[src/rtl/r250_pkg.sv]
// ----------------------------------------------------------------------------
// R250 generator package
// Shared constants, codes, types and the diagonal seed conditioning function.
// ----------------------------------------------------------------------------
package r250_pkg;

   // Generator geometry.
   localparam int WORD_BITS  = 15;
   localparam int TABLE_LEN  = 250;
   localparam int LAG_BACK   = 147;
   localparam int LAG_FWD    = 103;
   localparam int DIAG_START = 14;
   localparam int DIAG_STEP  = 11;
   localparam int MAX_TRIES  = 1024;

   // Derived widths.
   localparam int INDEX_W = 8;
   localparam int TRY_W   = $clog2(MAX_TRIES);
   localparam int RANGE_W = WORD_BITS + 1;
   localparam int SEED_W  = 15;
   localparam int BOUND_W = 16;
   localparam int VALUE_W = 15;
   localparam int EXT_W   = (RANGE_W > BOUND_W) ? RANGE_W : BOUND_W;

   typedef logic [WORD_BITS-1:0] word_type;
   typedef logic [RANGE_W-1:0]   range_type;
   typedef logic [INDEX_W-1:0]   index_type;

   // Item action codes.
   typedef enum logic [1:0] {
      ACT_LOAD    = 2'd0,
      ACT_RAW     = 2'd1,
      ACT_BOUNDED = 2'd2
   } action_type;

   // Dividend selection of the remainder unit.
   typedef enum logic {
      DIV_SPAN = 1'b0,
      DIV_WORD = 1'b1
   } div_sel_type;

   // Commands from the controller to the datapath.
   typedef struct packed {
      logic        latch;
      logic        load_write;
      logic        read_pos;
      logic        read_partner;
      logic        draw_write;
      logic        div_start;
      div_sel_type div_sel;
      logic        limit_load;
      logic        result_from_div;
      logic        out_load;
   } cmd_type;

   // Status from the datapath to the controller.
   typedef struct packed {
      logic div_busy;
      logic div_done;
      logic reject;
      logic retry_ok;
   } status_type;

   // Diagonal conditioning: entry 14+11k keeps the bits below bit
   // WORD_BITS-1-k and gets that bit set.
   function automatic word_type r250_condition(index_type index, word_type word);
      word_type result;
      word_type top;
      int       b;
      result = word;
      for (int k = 0; k < WORD_BITS; k++) begin
         b   = WORD_BITS - 1 - k;
         top = word_type'(1) << b;
         if ((DIAG_START + DIAG_STEP * k < TABLE_LEN) &&
             (index == INDEX_W'(DIAG_START + DIAG_STEP * k))) begin
            result = (word & (top - word_type'(1))) | top;
         end
      end
      return result;
   endfunction

endpackage

[src/rtl/r250_controller.sv]
// ----------------------------------------------------------------------------
// R250 controller
// Sequences loads, raw draws, rejection retries and the bounded reduction.
// ----------------------------------------------------------------------------
module r250_controller
   import r250_pkg::*;
(
   input  logic       clock,
   input  logic       reset,
   input  logic       req_tvalid,
   input  logic [1:0] req_action,
   output logic       req_tready,
   output logic       rsp_tvalid,
   input  logic       rsp_tready,
   input  status_type status,
   output cmd_type    cmd
);

   typedef enum logic [3:0] {
      ST_IDLE,
      ST_RANGE_GO,
      ST_RANGE_WAIT,
      ST_READ_POS,
      ST_READ_PARTNER,
      ST_WRITE,
      ST_MOD_GO,
      ST_MOD_WAIT,
      ST_OUT
   } state_type;

   state_type state_ff, state_in;
   logic      bounded_ff, bounded_in;
   logic      rsp_tvalid_ff, rsp_tvalid_in;
   logic      accept;

   assign req_tready = state_ff == ST_IDLE;
   assign accept     = req_tvalid && req_tready;

   // Next state and commands.
   always_comb begin
      cmd           = '0;
      cmd.div_sel   = DIV_SPAN;
      state_in      = state_ff;
      bounded_in    = bounded_ff;
      rsp_tvalid_in = rsp_tvalid_ff && !rsp_tready;
      case (state_ff)
         ST_IDLE: begin
            if (accept) begin
               cmd.latch = 1'b1;
               case (action_type'(req_action))
                  ACT_LOAD: begin
                     cmd.load_write = 1'b1;
                  end
                  ACT_RAW: begin
                     bounded_in = 1'b0;
                     state_in   = ST_READ_POS;
                  end
                  ACT_BOUNDED: begin
                     bounded_in = 1'b1;
                     state_in   = ST_RANGE_GO;
                  end
                  default: begin
                  end
               endcase
            end
         end
         ST_RANGE_GO: begin
            cmd.div_start = 1'b1;
            cmd.div_sel   = DIV_SPAN;
            state_in      = ST_RANGE_WAIT;
         end
         ST_RANGE_WAIT: begin
            if (status.div_done) begin
               cmd.limit_load = 1'b1;
               state_in       = ST_READ_POS;
            end
         end
         ST_READ_POS: begin
            cmd.read_pos = 1'b1;
            state_in     = ST_READ_PARTNER;
         end
         ST_READ_PARTNER: begin
            cmd.read_partner = 1'b1;
            state_in         = ST_WRITE;
         end
         ST_WRITE: begin
            cmd.draw_write = 1'b1;
            if (!bounded_ff) begin
               state_in = ST_OUT;
            end else if (status.reject && status.retry_ok) begin
               state_in = ST_READ_POS;
            end else begin
               state_in = ST_MOD_GO;
            end
         end
         ST_MOD_GO: begin
            cmd.div_start = 1'b1;
            cmd.div_sel   = DIV_WORD;
            state_in      = ST_MOD_WAIT;
         end
         ST_MOD_WAIT: begin
            if (status.div_done) begin
               cmd.result_from_div = 1'b1;
               state_in            = ST_OUT;
            end
         end
         ST_OUT: begin
            // Hand the result over once the output register is free.
            if (!rsp_tvalid_ff || rsp_tready) begin
               cmd.out_load  = 1'b1;
               rsp_tvalid_in = 1'b1;
               state_in      = ST_IDLE;
            end
         end
         default: begin
            state_in = ST_IDLE;
         end
      endcase
   end

   // State and registered outputs.
   always_ff @(posedge clock) begin
      if (reset) begin
         state_ff      <= ST_IDLE;
         bounded_ff    <= 1'b0;
         rsp_tvalid_ff <= 1'b0;
      end else begin
         state_ff      <= state_in;
         bounded_ff    <= bounded_in;
         rsp_tvalid_ff <= rsp_tvalid_in;
      end
   end

   assign rsp_tvalid = rsp_tvalid_ff;

endmodule

[config.mk]
export PLATFORM = sky130hd
export DESIGN_NAME = r250_controller
export DESIGN_NICKNAME = d
export VERILOG_FILES = /design/src/rtl/r250_pkg.sv /design/src/rtl/r250_controller.sv
export SDC_FILE = /design/constraint.sdc
export NUM_CORES = 1
export LEC_CHECK = 0
export BUFFER_PORTS_ARGS = -buffer_cell sky130_fd_sc_hd__buf_2
export CAP_MARGIN = 20
export CORE_AREA = 2 2 39 41
export CTS_BUF_LIST = sky130_fd_sc_hd__clkbuf_4 sky130_fd_sc_hd__clkbuf_8 sky130_fd_sc_hd__clkbuf_16
export CTS_CLUSTER_SIZE = 40
export DETAILED_ROUTE_END_ITERATION = 7
export DIE_AREA = 0 0 41 43
export MAX_ROUTING_LAYER = met4
export PLACE_DENSITY = 0.66
export SLEW_MARGIN = 20
export SYNTH_ARGS = -nofsm -noshare
export SYNTH_HDL_FRONTEND = slang
export SYNTH_SLANG_ARGS = --single-unit
[constraint.sdc]
create_clock -name clock -period 3.2 [get_ports clock]
set_input_delay 0.48 -clock clock [delete_from_list [all_inputs] [get_ports clock]]
set_output_delay 0.48 -clock clock [all_outputs]
set_load 0.02 [all_outputs]
Word level (Yosys, flattened, before mapping). Index checks and enable logic that the tools add are counted.

Register bits: 6. Bits of input ports: 10. Output and inout bits: 12. Logic and storage cells: 52.

Equality and inequality tests: 15. Muxes and demuxes: 23. Reductions and logical operators: 11.

Operators by type and width (number): one-hot mux 4 bit (9 select lines) (1); two-way mux 4 bit (5); == test 4 x 3 -> 1 bit (second input constant) (4); two-way mux 1 bit (11); == test 4 x 2 -> 1 bit (second input constant) (2); one-hot mux 4 bit (2 select lines) (1); != test 2 bit (second input constant) (3); AND reduction 5 bit (1); == test 4 x 1 -> 1 bit (second input constant) (1); == test 4 bit (second input constant) (1); logical NOT 4 bit (1); two-way mux 2 bit (2); one-hot mux 2 bit (2 select lines) (1); logical AND 1 bit (3); two-way mux 3 bit (1); != test 3 x 1 -> 1 bit (second input constant) (1); AND reduction 3 bit (1); == test 2 x 1 -> 1 bit (second input constant) (1); == test 2 bit (second input constant) (1); logical NOT 1 bit (2); logical NOT 2 bit (1); != test 2 x 1 -> 1 bit (second input constant) (1); one-hot mux 1 bit (2 select lines) (1); nonzero test 2 bit (1); logical OR 1 bit (1).

Longest topological paths before layout.
Word-level depth: 4. Gate-level depth with buffers: 6. Gate-level depth less buffers: 6.

Least setup slack after synthesis. Ideal clock, no wire load.

Path type: register -> output. Start point: register state_ff[2]. End point: output port cmd[8] in the netlist's numbering. Data arrival time: 1345 ps. Slack: 1375 ps. Cell stages (with the launch flop): 3. Buffers on the path: 0. Cell sequence: dfxtp_1 > nor4_2 > and3_2.

RTL lines: start, declared (RTL line r250_controller.sv:31) `state_type state_ff, state_in;`; start signal, assigned (RTL line r250_controller.sv:128) `state_ff <= state_in;`; end, declared (RTL line r250_controller.sv:16) `output cmd_type cmd`.

==> run summary <==
======================================================================================================
Hold Crit Start                                                                           bounded_ff$_SDFFE_PP0P_
Most frequent cell after synthesis                                                        sky130_fd_sc_hd__nor2_1
Reg-to-reg setup timing slack                                                                  1.68 ns
Gr ovfl total                                                                                        0
Fraction of synthesis flops using an asynchronous set or reset pin                                  0%
Reg-to-reg startpoint                                                                     state_ff[2]$_SDFFE_PP0P_
CP Data Arrival Time                                                                           1.59 ns
Post-route clock skew                                                                       0.00169 ns
Count of routing violations after the opening detailed-route iteration                               7
Worst slack at placement                                                                       1.40 ns
Startpoint Class                                                                             flip-flop
Top area cells in the synthesized netlist                                                 sky130_fd_sc_hd__dfxtp_1, sky130_fd_sc_hd__ha_1, sky130_fd_sc_hd__nand2b_1
Via count                                                                                          520
Number of max-cap violations                                                                         0
Number of cells on the worst reg-to-reg path                                                         4
Core region area                                                                              1380 µm²
Sink of the worst hold path                                                               bounded_ff$_SDFFE_PP0P_
Starting density of the core                                                                     36.3%
Final wirelength                                                                               1.08 mm
Cell type with the highest aggregate area in the netlist                                  sky130_fd_sc_hd__dfxtp_1
Number of different library cells in the post-synthesis netlist                                     29
Final estimated routing congestion in global placement                                           0.740
Die area                                                                                      1760 µm²
Share of synthesized area occupied by flip-flops and latches                                     23.9%
Main synth FF type                                                                        sky130_fd_sc_hd__dfxtp_1
Maximum clock insertion buffer count                                                                 2
Hold Fails Final Rpt                                                                                 0
Detailed placer's ending HPWL                                                                   805 µm
Std-Cell Rows                                                                                       14
Net count, final                                                                                    96
Share of the clock period used by the worst path                                                 64.6%
Port Buffer Count                                                                                   20
Critical Path End Type                                                                     output port
Areal power density over the cells                                                          720 nW/µm²
Fin Hold WS                                                                                   0.495 ns
Worst skew pair latency                                                                        0.24 ns
Clock transition at the register clock pins on the worst setup and hold paths after CTS        0.04 ns
Final Util                                                                                       44.0%
Final Max Tran Viols                                                                                 0
Maximum operating frequency                                                                    484 MHz
Via count of the first global-routing pass                                                         458
EDFF count, synth                                                                                    0
Result of the run                                                                         finished, final reports clean
Routed len/inst                                                                                11.1 µm
Number of standard cells after synthesis                                                            62
Overall Power                                                                               0.000439 W
First-pass GRT wire length                                                                     1.71 mm
YS warnings                                                                                          0
Yosys top cell area share                                                                        23.9%
Clock sink count                                                                                     6
Req. time, crit path                                                                           2.72 ns
Post-CTS Hold Buffers                                                                                0
Crit Reg-Reg Endpoint                                                                     state_ff[0]$_SDFFE_PP0P_
Count of state elements after synthesis                                                              6
Final setup violating endpoints                                                                      0
Top post-synthesis cells by count                                                         sky130_fd_sc_hd__nor2_1, sky130_fd_sc_hd__dfxtp_1, sky130_fd_sc_hd__nand2b_1
Final critical-path required period                                                            2.07 ns
Classification of the worst-slack hold path                                               flip-flop to flip-flop
Avg Vias per Cell                                                                                 5.36
Total routing resource utilization after global routing                                          14.4%
Total clock buffers created by CTS                                                                   3
Nets in the synthesized netlist                                                                     75
Vertical die dimension                                                                           43 µm
DRC violation count after routing                                                                    0
Maximum number of pins on one net before global-route repair                                        13
Maximum fanout count along the critical path                                                        11
Post-synthesis to final-layout area growth                                                       21.4%
CTS H-tree depth                                                                                     1
First drt pass iteration count                                                                       4
Root buffer cell                                                                          sky130_fd_sc_hd__clkbuf_4
Resized Gates After CTS                                                                              0
Setup repair after global routing missed its margin                                                 no
Number of buffers inserted by post-CTS setup repair                                                  0
Die X                                                                                            41 µm
CTS tree                                                                                           yes
Post-route antenna net violation count                                                               0
Worst max-slew margin expressed relative to the limit                                            69.7%
Number of diodes                                                                                     0
Number of instances on the worst hold path                                                           2
Sum of negative setup slack                                                                       0 ns
Cell leakage power                                                                            0.283 nW
Slew @ Worst Pin                                                                              0.450 ns
Worst voltage drop across the vdd grid                                                      0.000239 V
I/O pin count                                                                                       22
Mean instance size in the synthesized netlist                                                 8.09 µm²
Share of layout cells above drive strength 1                                                     35.8%
Worst Setup Slack, final                                                                       1.13 ns
Synthesized cell area                                                                          502 µm²
Critical path type                                                                        flip-flop to output port
Antenna violations before repair                                                                     0
======================================================================================================
[worst max-delay path, cell delays in order (launching register included)]
cell and delay (ns):
sky130_fd_sc_hd__dfxtp_1 0.54, sky130_fd_sc_hd__or4b_4 0.52, sky130_fd_sc_hd__nor2b_1 0.11, sky130_fd_sc_hd__buf_2 0.17
[report_power, final]
part	total (W)	leakage (nW)	switching, W	internal [W]
logic	0.000231	0.220	0.000130	0.000101
clock network	0.0000684	0.0138	0.0000261	0.0000423
registers	0.000140	0.0490	0.0000475	0.0000922
total	0.000439	0.283	0.000203	0.000235
[flip-flops by register name, indices dropped and copies added, names as in the netlist]
| register | flops |
|---|---|
| rsp_tvalid | 1 |
| state_ff | 4 |
| bounded_ff | 1 |
[worst max path at each step]
stage / end / startpoint
global route: cmd[0] / state_ff[3]$_SDFFE_PP0P_
global placement: cmd[0] / state_ff[3]$_SDFFE_PP0P_
finish: cmd[0] / state_ff[3]$_SDFFE_PP0P_
floorplan: cmd[8] / state_ff[2]$_SDFFE_PP0P_
detailed placement: cmd[0] / state_ff[3]$_SDFFE_PP0P_
CTS: cmd[0] / state_ff[3]$_SDFFE_PP0P_
[layer usage]
layer  GRT usage [%]  up-vias  wire length, µm
li1                -      261                -
met1            15.8      231              456
met2            22.5       26              517
met3            3.14        2               89
met4            8.67        0               14
met5               -        -                0
[per-stage QoR]
step | cells | instance area [µm²]
after floorplan | 62 | 502
after global placement | 94 | 587
after detailed placement | 94 | 587
after CTS | 97 | 609
after global routing | 97 | 609
final | 97 | 609
[cell type report]
class	count	area, µm²
fillers	147	774
multi-input cells	49	335
flip-flops and latches	6	120
repair buffers	20	100
clock buffers	3	22.5
well taps	16	20.0
inverters	3	11.3
[cell families (layout without fill, tap and decap cells)]
logic type                 Yosys count  count (layout)  synth area share, %
DFF                                  6               6                 23.9
buffers and inverters                7              26                 9.23
muxes                                3               3                 6.48
AOI/OAI and AO/OA                   13              13                 17.2
adders and majority gates            3               3                 7.48
and+or+nand+nor                     30              30                 35.7
[cells in the final DEF, fill, tap and decap left out, drive strengths merged]
cell type	count
a32oi	2
a211oi	1
or2	1
nor2	8
a21oi	5
clkbuf	3
o221ai	1
nand3	1
nor3b	1
and2	1
or4b	1
nand2b	6
nand4bb	1
mux2i	1
o21ai	2
ha	3
nand3b	1
mux2	2
nor3	3
nor2b	1
and3	1
a2111oi	1
dfxtp	6
o211ai	1
nor4	1
buf	20
inv	3
nand2	3
(Power assumes the default switching activity.)
